[config.mk]
export PLATFORM = sky130hd
export DESIGN_NAME = threshold_sweep_autocalibrator_unit_flat
export DESIGN_NICKNAME = d
export VERILOG_FILES = /design/src/rtl/core/tsa_pkg.sv /design/src/rtl/core/tsa_in_if.sv /design/src/rtl/core/tsa_out_if.sv /design/src/rtl/core/tsa_engine.sv /design/src/rtl/core/threshold_sweep_autocalibrator_unit.sv /design/src/flat_wrapper.sv
export VERILOG_INCLUDE_DIRS = /design/src /design/src/rtl/core
export SDC_FILE = /design/constraint.sdc
export NUM_CORES = 1
export LEC_CHECK = 0
export BUFFER_PORTS_ARGS = -buffer_cell sky130_fd_sc_hd__buf_2
export CAP_MARGIN = 40
export CORE_UTILIZATION = 40
export CTS_BUF_LIST = sky130_fd_sc_hd__clkbuf_8
export DETAILED_ROUTE_END_ITERATION = 10
export GPL_ROUTABILITY_DRIVEN = 0
export GPL_TIMING_DRIVEN = 0
export MAX_ROUTING_LAYER = met4
export SYNTH_ARGS = -nofsm -noshare
export SYNTH_HDL_FRONTEND = slang
export SYNTH_SLANG_ARGS = --single-unit
[constraint.sdc]
create_clock -name clk -period 3.85 [get_ports clk]
set_clock_uncertainty 0.1 [all_clocks]
set_input_delay 0.385 -clock clk [delete_from_list [all_inputs] [get_ports clk]]
set_output_delay 0.385 -clock clk [all_outputs]
set_load 0.1 [all_outputs]
[src/rtl/core/assert_macros.svh]
// Assertion macros shared by the RTL.
// Each use expects signals named clk and arst_n in the enclosing scope.
`ifndef ASSERT_MACROS_SVH
`define ASSERT_MACROS_SVH

// Same-cycle implication.
`define ASSERT_IMP(lbl, ante, cons, msg) \
	lbl: assert property (@(posedge clk) disable iff (!arst_n) (ante) |-> (cons)) \
		else $error(msg);

// Next-cycle implication.
`define ASSERT_NXT(lbl, ante, cons, msg) \
	lbl: assert property (@(posedge clk) disable iff (!arst_n) (ante) |=> (cons)) \
		else $error(msg);

`endif

[src/rtl/core/tsa_pkg.sv]
// ----------------------------------------------------------------------------
// tsa_pkg
// Types and constants of the threshold sweep autocalibrator.
// ----------------------------------------------------------------------------
`timescale 1ns / 1ps

package tsa_pkg;

	localparam int unsigned TH_W = 12;
	localparam int unsigned SW_W = 13;
	localparam logic [TH_W-1:0] TH_MAX = 12'hFFF;

	typedef enum logic [1:0] {
		OP_FRAME   = 2'd0,
		OP_START   = 2'd1,
		OP_TIMEOUT = 2'd2
	} op_t;

	typedef enum logic [1:0] {
		PH_INIT   = 2'd0,
		PH_READER = 2'd1,
		PH_CARD   = 2'd2
	} phase_t;

	typedef enum logic [1:0] {
		ST_NONE    = 2'd0,
		ST_OK      = 2'd1,
		ST_NO_GOOD = 2'd2
	} status_t;

	typedef struct packed {
		logic [1:0]      op;
		logic            from_card;
		logic            crc_ok;
		logic [TH_W-1:0] current_threshold;
		logic [TH_W-1:0] noise_level;
	} item_t;

	typedef struct packed {
		logic [TH_W-1:0] threshold;
		logic            threshold_write;
		logic            finished;
		logic [1:0]      status;
	} result_t;

endpackage

[src/rtl/core/tsa_in_if.sv]
// ----------------------------------------------------------------------------
// tsa_in_if
// Valid/ready channel carrying one sniffed event.
// ----------------------------------------------------------------------------
`timescale 1ns / 1ps

interface tsa_in_if;
	logic        valid;
	logic        ready;
	logic [1:0]  op;
	logic        from_card;
	logic        crc_ok;
	logic [11:0] current_threshold;
	logic [11:0] noise_level;

	modport source (
		output valid, op, from_card, crc_ok, current_threshold, noise_level,
		input  ready
	);
	modport sink (
		input  valid, op, from_card, crc_ok, current_threshold, noise_level,
		output ready
	);
endinterface

[src/rtl/core/tsa_out_if.sv]
// ----------------------------------------------------------------------------
// tsa_out_if
// Valid/ready channel carrying one calibration result.
// ----------------------------------------------------------------------------
`timescale 1ns / 1ps

interface tsa_out_if;
	logic        valid;
	logic        ready;
	logic [11:0] threshold;
	logic        threshold_write;
	logic        finished;
	logic [1:0]  status;

	modport source (
		output valid, threshold, threshold_write, finished, status,
		input  ready
	);
	modport sink (
		input  valid, threshold, threshold_write, finished, status,
		output ready
	);
endinterface

[src/rtl/core/tsa_engine.sv]
// ----------------------------------------------------------------------------
// tsa_engine
// Calibration state and the per-event compare-and-add logic.
// ----------------------------------------------------------------------------
`timescale 1ns / 1ps

module tsa_engine #(
	parameter int unsigned SWEEP_STEP = 50
) (
	input  logic            clk,
	input  logic            arst_n,
	input  logic            en,
	input  tsa_pkg::item_t  item,
	output tsa_pkg::result_t res
);
	import tsa_pkg::*;

	localparam logic [SW_W-1:0] STEP = SW_W'(SWEEP_STEP);

	logic            armed_q, armed_d;
	phase_t          phase_q, phase_d;
	logic [SW_W-1:0] sweep_q, sweep_d;
	logic [SW_W-1:0] top_q, top_d;
	logic [TH_W-1:0] first_q, first_d;
	logic [TH_W-1:0] last_q, last_d;
	logic [TH_W-1:0] saved_q, saved_d;
	logic            round_good_q, round_good_d;

	logic [SW_W-1:0] lo, hi, fn_ext, cur_ext, sweep_inc, mid_sum;
	logic [TH_W-1:0] back_off;
	logic            do_step;
	logic            good_card;

	always_comb begin
		fn_ext    = {1'b0, item.noise_level};
		cur_ext   = {1'b0, item.current_threshold};
		lo        = fn_ext >> 1;
		hi        = fn_ext + (fn_ext >> 1);
		sweep_inc = sweep_q + STEP;
		back_off  = (cur_ext >= STEP) ? TH_W'(cur_ext - STEP) : '0;
		mid_sum   = '0;
		good_card = item.from_card && item.crc_ok;

		armed_d      = armed_q;
		phase_d      = phase_q;
		sweep_d      = sweep_q;
		top_d        = top_q;
		first_d      = first_q;
		last_d       = last_q;
		saved_d      = saved_q;
		round_good_d = round_good_q;
		do_step      = 1'b0;
		res          = '0;

		case (item.op)
			OP_START: begin
				armed_d = 1'b1;
				phase_d = PH_INIT;
			end
			OP_TIMEOUT: begin
				res.threshold       = saved_q;
				res.threshold_write = 1'b1;
				armed_d             = 1'b0;
				phase_d             = PH_INIT;
			end
			OP_FRAME: begin
				if (armed_q) begin
					case (phase_q)
						PH_INIT: begin
							// empty range only when the floor noise is zero
							if (lo >= hi) begin
								sweep_d = '0;
								top_d   = {1'b0, TH_MAX};
							end else begin
								sweep_d = lo;
								top_d   = hi;
							end
							first_d             = '0;
							last_d              = TH_MAX;
							saved_d             = item.current_threshold;
							round_good_d        = 1'b0;
							res.threshold       = (lo >= hi) ? '0 : TH_W'(lo);
							res.threshold_write = 1'b1;
							phase_d             = item.from_card ? PH_CARD : PH_READER;
						end
						PH_READER: begin
							do_step = 1'b1;
							if (!item.from_card) begin
								if (round_good_q)
									last_d = back_off;
								round_good_d = 1'b0;
							end else begin
								phase_d = PH_CARD;
							end
						end
						PH_CARD: begin
							if (item.from_card)
								do_step = 1'b1;
							else
								phase_d = PH_READER;
						end
						default: ;
					endcase

					// record the first good card frame of the sweep
					if (do_step && good_card) begin
						if (first_q == '0)
							first_d = item.current_threshold;
						round_good_d = 1'b1;
					end

					if (do_step) begin
						sweep_d             = sweep_inc;
						res.threshold       = (sweep_inc > {1'b0, TH_MAX}) ? TH_MAX
							: TH_W'(sweep_inc);
						res.threshold_write = 1'b1;
						if (sweep_inc >= top_q) begin
							// use the first and last good values as updated by this beat
							if (first_d != '0) begin
								mid_sum       = {1'b0, first_d} + {1'b0, last_d};
								res.threshold = TH_W'(mid_sum >> 1);
								res.status    = ST_OK;
							end else begin
								res.threshold = saved_q;
								res.status    = ST_NO_GOOD;
							end
							res.finished = 1'b1;
							armed_d      = 1'b0;
							phase_d      = PH_INIT;
						end
					end
				end
			end
			default: ;
		endcase
	end

	always_ff @(posedge clk or negedge arst_n) begin
		if (!arst_n) begin
			armed_q      <= 1'b0;
			phase_q      <= PH_INIT;
			sweep_q      <= '0;
			top_q        <= {1'b0, TH_MAX};
			first_q      <= '0;
			last_q       <= TH_MAX;
			saved_q      <= '0;
			round_good_q <= 1'b0;
		end else if (en) begin
			armed_q      <= armed_d;
			phase_q      <= phase_d;
			sweep_q      <= sweep_d;
			top_q        <= top_d;
			first_q      <= first_d;
			last_q       <= last_d;
			saved_q      <= saved_d;
			round_good_q <= round_good_d;
		end
	end

endmodule

[src/rtl/core/threshold_sweep_autocalibrator_unit.sv]
// ----------------------------------------------------------------------------
// threshold_sweep_autocalibrator_unit
// Sweeps a demodulator threshold over sniffed frames and picks the midpoint.
// ----------------------------------------------------------------------------
// Usage:
//   frame  : one event per beat (frame seen, start calibration, timeout),
//            with the frame source, CRC flag, threshold in effect and the
//            measured floor noise.
//   result : exactly one beat per frame beat, in order: the threshold to
//            apply, its write strobe, the end-of-calibration flag and status.
//   An accepted frame beat passes the input register, then the state update
//   and result register. Throughput is one beat per cycle unless the result
//   receiver stalls; combinational compare-and-add logic updates the
//   calibration state, so consecutive beats need no gaps.
//   Reset disarms the calibrator and restores the default sweep range.
//   When the result receiver stalls, the result register holds its beat, the
//   input register holds the next one, and frame.ready drops until the
//   result is taken.
// ----------------------------------------------------------------------------
`timescale 1ns / 1ps

module threshold_sweep_autocalibrator_unit #(
	parameter int unsigned SWEEP_STEP = 50
) (
	input  logic      clk,
	input  logic      arst_n,
	tsa_in_if.sink    frame,
	tsa_out_if.source result
);
	import tsa_pkg::*;

	item_t   item_s1;
	logic    valid_s1;
	result_t res_s2;
	logic    valid_s2;
	result_t res_d;
	logic    stall;
	logic    adv;

	assign stall       = valid_s2 && !result.ready;
	assign adv         = valid_s1 && !stall;
	assign frame.ready = !valid_s1 || !stall;

	always_ff @(posedge clk or negedge arst_n) begin
		if (!arst_n)
			valid_s1 <= 1'b0;
		else if (frame.ready)
			valid_s1 <= frame.valid;
	end

	always_ff @(posedge clk) begin
		if (frame.ready && frame.valid) begin
			item_s1.op                <= frame.op;
			item_s1.from_card         <= frame.from_card;
			item_s1.crc_ok            <= frame.crc_ok;
			item_s1.current_threshold <= frame.current_threshold;
			item_s1.noise_level       <= frame.noise_level;
		end
	end

	tsa_engine #(
		.SWEEP_STEP (SWEEP_STEP)
	) u_engine (
		.clk    (clk),
		.arst_n (arst_n),
		.en     (adv),
		.item   (item_s1),
		.res    (res_d)
	);

	// hold the result beat while the receiver stalls
	always_ff @(posedge clk or negedge arst_n) begin
		if (!arst_n)
			valid_s2 <= 1'b0;
		else if (!stall)
			valid_s2 <= valid_s1;
	end

	always_ff @(posedge clk) begin
		if (adv)
			res_s2 <= res_d;
	end

	assign result.valid           = valid_s2;
	assign result.threshold       = res_s2.threshold;
	assign result.threshold_write = res_s2.threshold_write;
	assign result.finished        = res_s2.finished;
	assign result.status          = res_s2.status;

`include "assert_macros.svh"

	`ASSERT_IMP(a_fin_writes, valid_s2 && res_s2.finished, res_s2.threshold_write,
		"finished result without threshold write")
	`ASSERT_IMP(a_status_fin, valid_s2 && !res_s2.finished, res_s2.status == ST_NONE,
		"status reported on an unfinished result")
	`ASSERT_NXT(a_s1_held, valid_s1 && stall, valid_s1,
		"input stage dropped a beat during a stall")
	`ASSERT_NXT(a_s1_moves, adv, valid_s2,
		"advanced beat did not reach the result register")

endmodule

[src/flat_wrapper.sv]
// flat-port wrapper written by rule: the top's interface ports become plain ports
module threshold_sweep_autocalibrator_unit_flat import tsa_pkg::*;
#(
	parameter int unsigned SWEEP_STEP = 50
)
  (clk, arst_n, frame_valid, frame_op, frame_from_card, frame_crc_ok, frame_current_threshold, frame_noise_level, frame_ready, result_valid, result_threshold, result_threshold_write, result_finished, result_status, result_ready);
  tsa_in_if frame_i ();
  tsa_out_if result_i ();
  input  logic clk;
  input  logic arst_n;
  input wire logic [$bits(frame_i.valid)-1:0] frame_valid;
  input wire logic [$bits(frame_i.op)-1:0] frame_op;
  input wire logic [$bits(frame_i.from_card)-1:0] frame_from_card;
  input wire logic [$bits(frame_i.crc_ok)-1:0] frame_crc_ok;
  input wire logic [$bits(frame_i.current_threshold)-1:0] frame_current_threshold;
  input wire logic [$bits(frame_i.noise_level)-1:0] frame_noise_level;
  output wire logic [$bits(frame_i.ready)-1:0] frame_ready;
  output wire logic [$bits(result_i.valid)-1:0] result_valid;
  output wire logic [$bits(result_i.threshold)-1:0] result_threshold;
  output wire logic [$bits(result_i.threshold_write)-1:0] result_threshold_write;
  output wire logic [$bits(result_i.finished)-1:0] result_finished;
  output wire logic [$bits(result_i.status)-1:0] result_status;
  input wire logic [$bits(result_i.ready)-1:0] result_ready;
  assign frame_i.valid = frame_valid;
  assign frame_i.op = frame_op;
  assign frame_i.from_card = frame_from_card;
  assign frame_i.crc_ok = frame_crc_ok;
  assign frame_i.current_threshold = frame_current_threshold;
  assign frame_i.noise_level = frame_noise_level;
  assign frame_ready = frame_i.ready;
  assign result_valid = result_i.valid;
  assign result_threshold = result_i.threshold;
  assign result_threshold_write = result_i.threshold_write;
  assign result_finished = result_i.finished;
  assign result_status = result_i.status;
  assign result_i.ready = result_ready;
  threshold_sweep_autocalibrator_unit #(.SWEEP_STEP(SWEEP_STEP)) u_core (.clk(clk), .arst_n(arst_n), .frame(frame_i), .result(result_i));
endmodule
==> results.json <==
{
  "status": "finished, violations left",
  "violations": "setup timing",
  "synth_nets": 890,
  "worstMarginPinSlew_ns": 0.7882,
  "synth-edff-count": 44,
  "drtPass1Iterations": 5,
  "port_buffers": 49,
  "cts-root-buf": "clkbuf_8",
  "grt_pass1_wl_mm": 32.86,
  "min_period_ns": 3.969,
  "wl_per_cell_um": 19.03,
  "synth_top_cell_by_area": "edfxtp_1",
  "cts_buffers": 9,
  "synthesis.area_um2": 7352,
  "crit_family": "compound AO/OA/AOI/OAI gates",
  "nets": 1017,
  "cts_buffer_depth": 2,
  "critPathBufInv": 2,
  "drc": 0,
  "critPathLaunchType": "register",
  "start_util_pct": 40.93,
  "setup_violations": 12,
  "ir_drop_uv": 256.1,
  "max_freq_mhz": 251.9,
  "worstPathArrival_ns": 4.10,
  "post-dp-hpwl_mm": 15.43,
  "path_clk_slew_ns": 0.12,
  "grt_overflow_total": 0,
  "grt_pass1_vias": 6020,
  "synthCells": 796,
  "dieArea_um2": 18930,
  "rsz0062_at_grt": "true",
  "cts_tree": "yes",
  "critPathMaxStageDelay_ns": 0.50,
  "yosys_register_bits": 112,
  "drt-initial-drc-count": 631,
  "synth.avg_cell_area_um2": 9.236,
  "crit_path_top_delay_cell": "edfxtp_1",
  "core_area_um2": 17960,
  "crit_type": "register to register",
  "required_ns": 3.99,
  "cp_max_fo": 5,
  "crit_path_end_kind": "register",
  "hold_viol": 0,
  "synth_seq_area_share_pct": 41.52,
  "io_pins": 50,
  "drive_above_1_share_pct": 28.56,
  "cap_violations": 0,
  "clock-sinks": 112,
  "antenna_found_initial": 0,
  "htreeDepth": 3,
  "max_slew_margin_pct": 47.40,
  "path_cells": "ha_1 > a21o_1 > a21o_1 > a21oi_2 > a21oi_2 > a21o_1 > a21oi_1 > xor2_1 > ha_1 > a211o_1 > a41oi_2 > nor3_4 > buf_12 > nand2_8 > buf_8 > nand2_1 > o211ai_1",
  "ant_nets": 0,
  "yosysWarnings": 0,
  "via_per_inst": 5.812,
  "async_flop_share_pct": 60.71,
  "grt_max_degree": 44,
  "grt_usage_pct": 24.22,
  "die_y_um": 137.6,
  "area_growth_pct": 27.06,
  "worst_hold_slack_ns": 0.03771,
  "layout_setup_ws_ns": -0.1193,
  "drv_slew": 0,
  "antenna_cells": 0,
  "synth_ff_type": "edfxtp_1",
  "rows": 49,
  "hold_path.class": "input port to register",
  "finalNonFillerCells": 1157,
  "synthTopCellsByArea": "edfxtp_1 18%, dfrtp_1 15%, ha_1 10%, dfstp_2 8.6%, nand2_1 6.2%",
  "routed_wl_mm": 22.02,
  "finalPower_mw": 5.177,
  "die_x_um": 137.6,
  "cpMostUsedCell": "a21o_1",
  "leakage_nw": 4.190,
  "dp.cells": 1077,
  "synth_cell_type_count": 77,
  "vias": 6725,
  "yosysTopAreaCellShare_pct": 17.97,
  "p_per_area_nw_per_um2": 554.2,
  "clock_latency_ns": 0.41,
  "fin_crit_sh_pct": 103.1
}
## kinds of logic after synthesis
family	share of synthesized area, %
XOR/XNOR	3.574
flip-flops	41.52
AND/OR/NAND/NOR	17.85
buffers and inverters	4.289
adder cells (fa/ha/maj)	10.76
multiplexers	0.8169
AO/OA/AOI/OAI	21.19
## routing by layer
layer | share of wire [%] | vias up | GRT usage, %
met3 | 6.3 | 36 | 2.943
met5 | 0 | - | -
li1 | - | 3167 | -
met1 | 46 | 3273 | 33.84
met2 | 45 | 249 | 35.68
met4 | 2.4 | 0 | 9.341
## final timing paths
kind	end	slack, ns	cells after the start	start
setup reg to reg	u_core.result.threshold[9]$_DFFE_PP_	-0.12	17	u_core.item_s1[2]$_DFFE_PP_
hold reg to reg	u_core.u_engine.last_q[3]$_DFFE_PN1P_	0.37	2	u_core.u_engine.last_q[3]$_DFFE_PN1P_
hold / removal	u_core.item_s1[19]$_DFFE_PP_	0.04	1	frame_current_threshold[7]
setup / recovery	u_core.result.threshold[9]$_DFFE_PP_	-0.12	17	u_core.item_s1[2]$_DFFE_PP_
max in group asynchronous	u_core.u_engine.last_q[0]$_DFFE_PN1P_	2.71	3	arst_n
min in group asynchronous	u_core.u_engine.saved_q[11]$_DFFE_PN0P_	0.34	2	arst_n
## state kept, by name (all words and copies together) (netlist names), named ones only
signal	count
u_core.item_s1	28
u_core.u_engine.phase_q	2
u_core.u_engine.saved_q	12
u_core.u_engine.first_q	12
u_core.u_engine.last_q	11
u_core.result.status	2
u_core.result.threshold	12
u_core.result.threshold_write	1
u_core.result.finished	1
u_core.result.valid	1
u_core.u_engine.sweep_q	13
u_core.u_engine.armed_q	1
u_core.valid_s1	1
u_core.u_engine.round_good_q	1
u_core.u_engine.top_q	13
## what timing repair did
| item | 4_1_cts | 5_1_grt |
|---|---|---|
| pin swaps | 25 | 45 |
| endpoints found under the setup margin | 37 | 34 |
| endpoints found under the hold margin | 13 | 0 |
| gates cloned | 0 | 1 |
| gates resized for setup | 74 | 76 |
| hold buffers | 1 | 0 |
| buffers inserted | 37 | 29 |
## worst reg2reg max path: stages, from the launching register on
cell and delay [ns]:
edfxtp_1 0.50, ha_1 0.32, a21o_1 0.16, a21o_1 0.21, a21oi_2 0.19, a21oi_2 0.11
a21o_1 0.20, a21oi_1 0.17, xor2_1 0.24, ha_1 0.30, a211o_1 0.29, a41oi_2 0.24
nor3_4 0.07, buf_12 0.16, nand2_8 0.09, buf_8 0.12, nand2_1 0.09, o211ai_1 0.24
## cells in the final DEF, fill, tap and decap left out, types with 6 or more instances in the layout
| master | netlist | layout |
|---|---|---|
| dfstp_2 | 24 | 24 |
| clkbuf_1 | 28 | 15 |
| nand3_1 | 17 | 13 |
| inv_1 | 46 | 40 |
| xnor2_1 | 15 | 9 |
| a31oi_1 | 17 | 17 |
| a22o_1 | 9 | 7 |
| nor2_1 | 65 | 62 |
| o21ai_1 | 2 | 11 |
| buf_2 | 0 | 50 |
| xor2_1 | 15 | 11 |
| a221o_1 | 13 | 13 |
| buf_6 | 1 | 6 |
| a21oi_2 | 1 | 8 |
| nand2_1 | 122 | 118 |
| a21oi_1 | 52 | 44 |
| nand2b_1 | 10 | 9 |
| a221oi_1 | 6 | 6 |
| nor2b_1 | 10 | 10 |
| ha_1 | 60 | 47 |
| o21ai_0 | 39 | 28 |
| dfrtp_1 | 44 | 43 |
| o21a_1 | 7 | 7 |
| ha_4 | 0 | 8 |
| nor3_1 | 14 | 11 |
| a21o_1 | 15 | 15 |
| clkbuf_8 | 0 | 11 |
| mux2i_1 | 6 | 6 |
| inv_2 | 0 | 6 |
| edfxtp_1 | 44 | 44 |
| buf_4 | 2 | 64 |
## Yosys cell counts, types with 4 or more instances
cell and count:
nand2_1 122, nor2_1 65, ha_1 60, a21oi_1 52
inv_1 46, dfrtp_1 44, edfxtp_1 44, o21ai_0 39
clkbuf_1 28, dfstp_2 24, a31oi_1 17, nand3_1 17
a21o_1 15, xnor2_1 15, xor2_1 15, nor3_1 14
a221o_1 13, nand2b_1 10, nor2b_1 10, a22o_1 9
o21a_1 7, a211oi_1 6, a221oi_1 6, mux2i_1 6
nor4_1 6, nand3b_1 5, nand4_1 5, o211ai_1 5
a211o_1 4, a41o_1 4, and2_1 4, and3_1 4
or3_1 4
## metrics by stage
step	setup slack, ns	setup TNS [ns]	instance area, µm²	util [%]
after CTS	-0.03670	-0.06354	8765	48.79
after detailed placement	-0.8911	-15.59	7935	44.17
after global routing	-0.2315	-2.888	9341	52.00
final	-0.1193	-0.5171	9341	52.00
after floorplan	0.005725	0	7353	-
after global placement	-0.9047	-17.49	7885	43.90
## power by group
part           leakage, nW  switching [mW]  internal [mW]
Clock                0.104           0.451          0.328
Combinational         2.84            1.47           1.02
Sequential            1.25           0.283           1.63
Total                 4.19            2.21           2.97
## cell type report
cell class | count | area, µm²
plain buffers | 30 | 187.7
clock buffers | 10 | 137.6
clock inverters | 6 | 72.57
fillers | 1650 | 8622
inverters | 47 | 181.4
multi-input cells | 605 | 4589
flip-flops and latches | 112 | 3054
well taps | 229 | 286.5
repair buffers | 118 | 832.0
No activity file was read; power rests on OpenSTA's default activity.
